**src/rtl/hspt_pkg.sv**
```systemverilog
// shared types, constants and lookup functions for the hall sector position tracker
package hspt_pkg;

    localparam int HISTORY_DEPTH_DEF = 5;

    localparam int CODE_W   = 3;
    localparam int SECTOR_W = 4;
    localparam int MODE_W   = 3;
    localparam int TIME_W   = 32;
    localparam int COUNT_W  = 32;

    localparam int S_TDATA_W = 40;
    localparam int M_TDATA_W = 112;

    // hall_mode register codes
    localparam logic [MODE_W-1:0] MODE_AUTO   = 3'd0;
    localparam logic [MODE_W-1:0] MODE_TYPE120 = 3'd1;
    localparam logic [MODE_W-1:0] MODE_FLIP_A = 3'd2;
    localparam logic [MODE_W-1:0] MODE_FLIP_B = 3'd3;
    localparam logic [MODE_W-1:0] MODE_FLIP_C = 3'd4;

    localparam logic [CODE_W-1:0] CODE_ALL_LOW  = 3'b000;
    localparam logic [CODE_W-1:0] CODE_ALL_HIGH = 3'b111;

    // rotation count magnitude beyond which auto mode settles on 120 type
    localparam logic signed [COUNT_W-1:0] FORCE_ROT_LIMIT = 32'sd2;

    typedef enum logic [1:0] {
        DIR_UNKNOWN = 2'b00,
        DIR_CW      = 2'b01,
        DIR_CCW     = 2'b10
    } dir_t;

    typedef struct packed {
        logic [CODE_W-1:0]         type_mask;
        logic                      type_known;
        logic [COUNT_W-1:0]        transition_count;
        logic [TIME_W-1:0]         pulse_interval;
        logic signed [COUNT_W-1:0] rotation_count;
        logic                      direction_ccw;
        logic signed [SECTOR_W-1:0] sector;
    } result_t;

    typedef struct packed {
        logic              known;
        logic [CODE_W-1:0] mask;
    } hall_type_t;

    function automatic logic signed [SECTOR_W-1:0] sector_of_code(input logic [CODE_W-1:0] code);
        logic signed [SECTOR_W-1:0] s;
        case (code)
            3'd1:    s = 4'sd0;
            3'd2:    s = 4'sd4;
            3'd3:    s = 4'sd5;
            3'd4:    s = 4'sd2;
            3'd5:    s = 4'sd1;
            3'd6:    s = 4'sd3;
            default: s = -4'sd1;
        endcase
        return s;
    endfunction

    function automatic hall_type_t type_of_mode(input logic [MODE_W-1:0] mode);
        hall_type_t t;
        case (mode)
            MODE_TYPE120: t = '{known: 1'b1, mask: 3'b000};
            MODE_FLIP_A:  t = '{known: 1'b1, mask: 3'b100};
            MODE_FLIP_B:  t = '{known: 1'b1, mask: 3'b010};
            MODE_FLIP_C:  t = '{known: 1'b1, mask: 3'b001};
            default:      t = '{known: 1'b0, mask: 3'b000};
        endcase
        return t;
    endfunction

endpackage

```
**src/rtl/hall_sector_position_tracker.sv**
```systemverilog
// top level: hall sector decoder with direction, rotation, interval tracking and type detection
//
// Takes one hall sample per clock on the s_ stream (three line levels and a microsecond
// timestamp) and returns at most one result item per sample on the m_ stream, in the cycle
// after acceptance. A sample whose raw code equals the previous raw code is consumed and
// yields no result. All decoding, masking, direction, rotation and interval logic runs
// in the acceptance cycle between the tracking registers and the result register, so the
// sustained rate is one sample per clock; only a stalled, still-full result register holds
// off the input. In auto-detect mode the line-flip mask is inferred from an all-low or
// all-high code seen between two different codes, and 120-degree type is assumed once the
// rotation count exceeds two in either direction. Writing hall_mode reloads the type at
// once and keeps all other tracking state; write it only while the block is idle.
module hall_sector_position_tracker #(
    parameter int HISTORY_DEPTH = hspt_pkg::HISTORY_DEPTH_DEF
) (
    input  logic                           aclk,
    input  logic                           aresetn,
    // hall_mode
    input  logic                           cfg_valid,
    output logic                           cfg_ready,
    input  logic [hspt_pkg::MODE_W-1:0]    cfg_data,
    input  logic                           s_tvalid,
    output logic                           s_tready,
    // hall_a, hall_b, hall_c, timestamp_us[31:0], zero pad
    input  logic [hspt_pkg::S_TDATA_W-1:0] s_tdata,
    output logic                           m_tvalid,
    input  logic                           m_tready,
    // sector[3:0], direction_ccw, rotation_count[31:0], pulse_interval[31:0],
    // transition_count[31:0], type_known, type_mask[2:0], zero pad
    output logic [hspt_pkg::M_TDATA_W-1:0] m_tdata
);
    import hspt_pkg::*;

    localparam int RES_W = $bits(result_t);

    logic                        seen_reg;
    logic [CODE_W-1:0]           last_code_reg;
    logic [CODE_W-1:0]           hist_reg   [HISTORY_DEPTH];
    logic                        hvalid_reg [HISTORY_DEPTH];
    logic signed [SECTOR_W-1:0]  sector_reg;
    logic signed [COUNT_W-1:0]   rot_reg;
    dir_t                        prev_dir_reg;
    logic [TIME_W-1:0]           last_time_reg;
    logic [COUNT_W-1:0]          trans_reg;
    hall_type_t                  type_reg;
    result_t                     out_reg;
    logic                        out_valid_reg;

    logic                        s_fire;
    logic                        cfg_fire;
    logic                        changed;
    logic                        step;
    logic [CODE_W-1:0]           raw_code;
    logic [TIME_W-1:0]           ts;
    logic [CODE_W-1:0]           code;
    logic                        detect;
    logic [CODE_W-1:0]           det_mask;
    logic [CODE_W-1:0]           head_next;
    logic                        force120;
    hall_type_t                  type_next;
    logic signed [SECTOR_W-1:0]  new_sector;
    logic signed [SECTOR_W:0]    diff;
    dir_t                        dir_next;
    logic signed [COUNT_W-1:0]   rot_next;
    logic [TIME_W-1:0]           interval_next;
    logic [COUNT_W-1:0]          trans_next;
    result_t                     res_next;

    assign cfg_ready = 1'b1;
    assign cfg_fire  = cfg_valid && cfg_ready;
    assign s_tready  = !out_valid_reg || m_tready;
    assign s_fire    = s_tvalid && s_tready;

    assign raw_code = {s_tdata[0], s_tdata[1], s_tdata[2]};
    assign ts       = s_tdata[TIME_W+CODE_W-1:CODE_W];
    assign changed  = !seen_reg || (raw_code != last_code_reg);
    assign step     = s_fire && changed;

    always_comb begin
        code      = type_reg.known ? (raw_code ^ type_reg.mask) : raw_code;
        // the new code lands at the head, so the old head becomes the second entry
        detect    = !type_reg.known && hvalid_reg[0]
                    && (hist_reg[0] == CODE_ALL_HIGH || hist_reg[0] == CODE_ALL_LOW)
                    && hvalid_reg[1] && (hist_reg[1] != code);
        det_mask  = CODE_ALL_HIGH ^ code ^ hist_reg[1];
        head_next = detect ? (code ^ det_mask) : code;
        force120  = !type_reg.known && (rot_reg > FORCE_ROT_LIMIT || rot_reg < -FORCE_ROT_LIMIT);

        type_next = type_reg;
        if (detect) begin
            type_next = '{known: 1'b1, mask: det_mask};
        end
        if (force120) begin
            type_next = '{known: 1'b1, mask: 3'b000};
        end

        new_sector = sector_of_code(code);
        diff       = {new_sector[SECTOR_W-1], new_sector} - {sector_reg[SECTOR_W-1], sector_reg};
        rot_next   = rot_reg;
        if (diff > 5'sd3) begin
            dir_next = DIR_CCW;
            rot_next = rot_reg - 32'sd1;
        end else if (diff < -5'sd3) begin
            dir_next = DIR_CW;
            rot_next = rot_reg + 32'sd1;
        end else begin
            // equal sectors count as counter-clockwise
            dir_next = (new_sector > sector_reg) ? DIR_CW : DIR_CCW;
        end

        interval_next = (dir_next == prev_dir_reg) ? (ts - last_time_reg) : '0;
        trans_next    = trans_reg + 32'd1;

        res_next.sector           = new_sector;
        res_next.direction_ccw    = (dir_next == DIR_CCW);
        res_next.rotation_count   = rot_next;
        res_next.pulse_interval   = interval_next;
        res_next.transition_count = trans_next;
        res_next.type_known       = type_next.known;
        res_next.type_mask        = type_next.mask;
    end

    always_ff @(posedge aclk) begin
        if (!aresetn) begin
            seen_reg      <= 1'b0;
            sector_reg    <= '0;
            rot_reg       <= '0;
            prev_dir_reg  <= DIR_UNKNOWN;
            last_time_reg <= '0;
            trans_reg     <= '0;
            type_reg      <= '{known: 1'b0, mask: 3'b000};
            out_valid_reg <= 1'b0;
            for (int i = 0; i < HISTORY_DEPTH; i++) begin
                hvalid_reg[i] <= 1'b0;
            end
        end else begin
            if (m_tready && !step) begin
                out_valid_reg <= 1'b0;
            end
            if (s_fire) begin
                seen_reg <= 1'b1;
            end
            if (step) begin
                sector_reg    <= new_sector;
                rot_reg       <= rot_next;
                prev_dir_reg  <= dir_next;
                last_time_reg <= ts;
                trans_reg     <= trans_next;
                out_valid_reg <= 1'b1;
                if (!type_reg.known) begin
                    hvalid_reg[0] <= 1'b1;
                    for (int i = 1; i < HISTORY_DEPTH; i++) begin
                        hvalid_reg[i] <= hvalid_reg[i-1];
                    end
                end
            end
            if (cfg_fire) begin
                type_reg <= type_of_mode(cfg_data);
            end else if (step) begin
                type_reg <= type_next;
            end
        end
    end

    always_ff @(posedge aclk) begin
        if (s_fire) begin
            last_code_reg <= raw_code;
        end
        if (step) begin
            out_reg <= res_next;
            if (!type_reg.known) begin
                hist_reg[0] <= head_next;
                for (int i = 1; i < HISTORY_DEPTH; i++) begin
                    hist_reg[i] <= hist_reg[i-1];
                end
            end
        end
    end

    assign m_tvalid = out_valid_reg;
    assign m_tdata  = {{(M_TDATA_W-RES_W){1'b0}}, out_reg};

    a_count_tracks: assert property (@(posedge aclk) disable iff (!aresetn)
        m_tvalid |-> (out_reg.transition_count == trans_reg))
        else $error("pending result count differs from tracking count");

    a_dir_tracks: assert property (@(posedge aclk) disable iff (!aresetn)
        m_tvalid |-> (prev_dir_reg == (out_reg.direction_ccw ? DIR_CCW : DIR_CW)))
        else $error("pending result direction differs from stored direction");

    a_known_sticks: assert property (@(posedge aclk) disable iff (!aresetn)
        (type_reg.known && !cfg_fire) |=> type_reg.known)
        else $error("sensor type lost without a mode write");

    a_ready_when_empty: assert property (@(posedge aclk) disable iff (!aresetn)
        !out_valid_reg |-> s_tready)
        else $error("input stalled while result register is empty");

endmodule
```
**config.mk**
```make
export PLATFORM = sky130hd
export DESIGN_NAME = hall_sector_position_tracker
export DESIGN_NICKNAME = d
export VERILOG_FILES = /design/src/rtl/hspt_pkg.sv /design/src/rtl/hall_sector_position_tracker.sv
export SDC_FILE = /design/constraint.sdc
export NUM_CORES = 1
export LEC_CHECK = 0
export BUFFER_PORTS_ARGS = -buffer_cell sky130_fd_sc_hd__buf_4
export CAP_MARGIN = 20
export CORE_ASPECT_RATIO = 2
export CORE_UTILIZATION = 53
export CTS_CLUSTER_DIAMETER = 30
export DETAILED_ROUTE_END_ITERATION = 8
export PLACE_DENSITY = 0.87
export SYNTH_ARGS = -nofsm -noshare
export SYNTH_HDL_FRONTEND = slang
export SYNTH_SLANG_ARGS = --single-unit
```
**constraint.sdc**
```tcl
create_clock -name aclk -period 5.7 [get_ports aclk]
set_clock_uncertainty 0.1 [all_clocks]
set_input_delay 1.425 -clock aclk [delete_from_list [all_inputs] [get_ports aclk]]
set_output_delay 1.425 -clock aclk [all_outputs]
set_load 0.005 [all_outputs]
```
==> run metrics <==
outcome=completed; Slew Viols, Final=0; Mapped Cells=about 1300; Crit path max-delay family=compound AO/OA/AOI/OAI gates; Num Clock Sinks=224; clock root cell=clkbuf_16; die area=23700 um2; initial antenna violation count=0; Setup CP Type=in2reg; syn_area_per_cell=roughly 9.4 um2; total CTS buffers=28; CTS max path bufs=3; fillers=1752; H-tree level count=1; RSZ-0062 raised after global routing=no; CTS Hold Bufs=0; Core Util, Final=64.0%; WP data arrival=5.23 ns; DRT iter0 DRCs=roughly 640; die width=roughly 110 um; CP max stage cell=a311oi_1; Post-synth EDFFs=116; WHS=~0.35 ns; Synth Warn #=0; GRT Resource Usage Total=26.4%; critical path's largest stage delay=between 0.6 and 0.7 ns; leak pwr=approximately 5.8 nW; Worst-path clk slew=roughly 0.06 ns; Period Utilization, post-route=85.5%; final setup vio count=0; commonest non-fill, non-tap cells in the layout=nand2_1, buf_4, edfxtp_1; Tot Pwr=5.75 mW; Yosys cell types=71; Worst Hold Path EP=last_time_reg[25]$_SDFFE_PN0P_; VDD IR max=0.249 mV; Detailed Route WL=31300 um; Post-CTS Setup Bufs=0; number of flip-flops in the largest register=105; Area growth, synth to finish=18.7%; Clock Latency Late Sink=0.54 ns; reg2reg start=type_reg[3]$_SDFFE_PN0P_; GP Congestion=0.950; sequential element share of the synthesized area=a little under half; Rel. slew slack=32.1%; max-cap violations=0; Fin. Hold Viols=0; top cells by area, synth=edfxtp_1, dfxtp_1, nand2_1; Final #Nets=1515; top-area cell type share of the netlist area=28.5%; Buffers & Inverters on Critical Path=1; HPWL Detailed=roughly 22000 um; DR vias/cell=5.96; Ant. Diodes=0; DR DRC count=0; CP max FO=12; CP cell instances=buf_4 -> xor2_1 -> nand2_1 -> a21oi_1 -> ha_1 -> or3b_2 -> o22a_1 -> a311oi_1 -> a22oi_1 -> or4_1 -> a21oi_1; asr flop ratio synth=0%; Chip Height=217 um; initial core utilization=between 50 and 60%; Synth area leader=edfxtp_1; Post-Layout Cell Count=1728; measured slew at the worst slew-check pin=slightly above 1 ns; R2R Setup Slk=between 1 and 1.5 ns; dpl cells=roughly 1700; crit end category=flip-flop; Core Rows=between 70 and 80; routed len/inst=roughly 18 um; Final ANT Viol Nets=0; startpoint class of the critical path=input port; worst reg2reg path depth=11; post-synthesis cell area=12200 um2; hold_sp=last_time_reg[25]$_SDFFE_PN0P_; Ports=roughly 160; DR vias=10300; synthesis-stage register bit count=224; largest net degree at the start of global routing=104; hold path depth=2; Core ar.=22600 um2; crit path from=s_tdata[2]; min cycle time layout=4.87 ns; First-pass DRT Iterations=5; vias in the first global route=10300; FMAX=205 MHz; first-pass GRT wire length=49200 um; CP required=slightly above 6 ns; Hold Crit Class=reg2reg; PortBufs=149; commonest register cell after synthesis=edfxtp_1; power per standard cell area=slightly below 400 nW/um2; CTS tree=done; grt total ovfl=0; commonest non-fill, non-tap cell in the layout=nand2_1; setup TNS=0 ns; share of cells above drive strength 1=16.2%; Top cell by count, worst path=a21oi_1; FF-to-FF End=rot_reg[28]$_SDFFE_PN0P_; Post-CTS Resized=0
-- kinds of logic (layout without fill, tap and decap cells) --
| kind of cell | Yosys count | in the layout | share of synthesized area [%] |
|---|---|---|---|
| simple gates | 486 | 486 | 19.3 |
| flops | 224 | 224 | 46.2 |
| buf+inv | 127 | 268 | 4.26 |
| compound gates | 269 | 269 | 14.2 |
| xor+xnor | 121 | 121 | 9.05 |
| mux | 31 | 31 | 2.56 |
| fa+ha+maj | 41 | 41 | 4.33 |
| other cells | 2 | 8 | 0.0615 |
-- routing by layer --
metal	vias up	track usage, %	part of all wire, %
li1	4895	-	-
met1	4905	24.9	33
met2	366	50.2	55
met3	132	3.52	4.4
met4	0	18.5	7.0
met5	-	0	0
-- Yosys cell counts, drive strengths merged, types with 12 or more instances --
cell      n
mux2i    29
or4      12
nand2b   19
inv      52
clkbuf   56
ha       39
o21bai   13
nor2     99
nand2   165
o21ai    48
and3     14
nand3    45
or3      26
nor4     12
a21o     16
edfxtp  116
dfxtp   108
buf      19
nor3     30
xor2     54
xnor2    64
a21oi    97
nand4    25
-- worst max-delay path by stage --
stage                                     to  depth (start not counted)
floorplan           rot_reg[18]$_SDFFE_PN0P_                         12
global route           m_tdata[28]$_DFFE_PP_                         14
global placement       m_tdata[28]$_DFFE_PP_                         14
detailed placement     m_tdata[28]$_DFFE_PP_                         14
finish              rot_reg[28]$_SDFFE_PN0P_                         11
CTS                    m_tdata[28]$_DFFE_PP_                         14
-- tightest hold or removal path: stages, from the launching register on --
cell and delay (ns):
dfxtp_1 0.31, nand2_1 0.05, a21oi_1 0.05
-- power breakdown --
group	internal, mW	total, mW	leakage (nW)	switching [mW]
registers	2.00	2.20	2.04	0.197
clock network	1.05	1.82	0.469	0.769
logic	0.773	1.73	3.25	0.958
-- layout make-up --
cell class / instances / area [um2] / area share, %
multi-input combinational: 956 / 6070 / 41.9
sequential: 224 / 5650 / 39.0
timing repair buffer: 164 / 1260 / 8.67
clock buffer: 29 / 726 / 5.01
tap: 280 / 350 / 2.42
clock inverter: 23 / 249 / 1.72
inverter: 52 / 200 / 1.38
-- stage by stage --
| stage | setup WS, ns | instance area [um2] |
|---|---|---|
| 6_report | 0.828 | 14500 |
| 5_1_grt | 0.502 | 14500 |
| 4_1_cts | 0.945 | 14500 |
| 3_5_place_dp | 0.423 | 13500 |
| 3_3_place_gp | 0.551 | 13500 |
| 2_1_floorplan | 1.00 | 12200 |
Note: power is estimated with default switching activity, not from simulation.
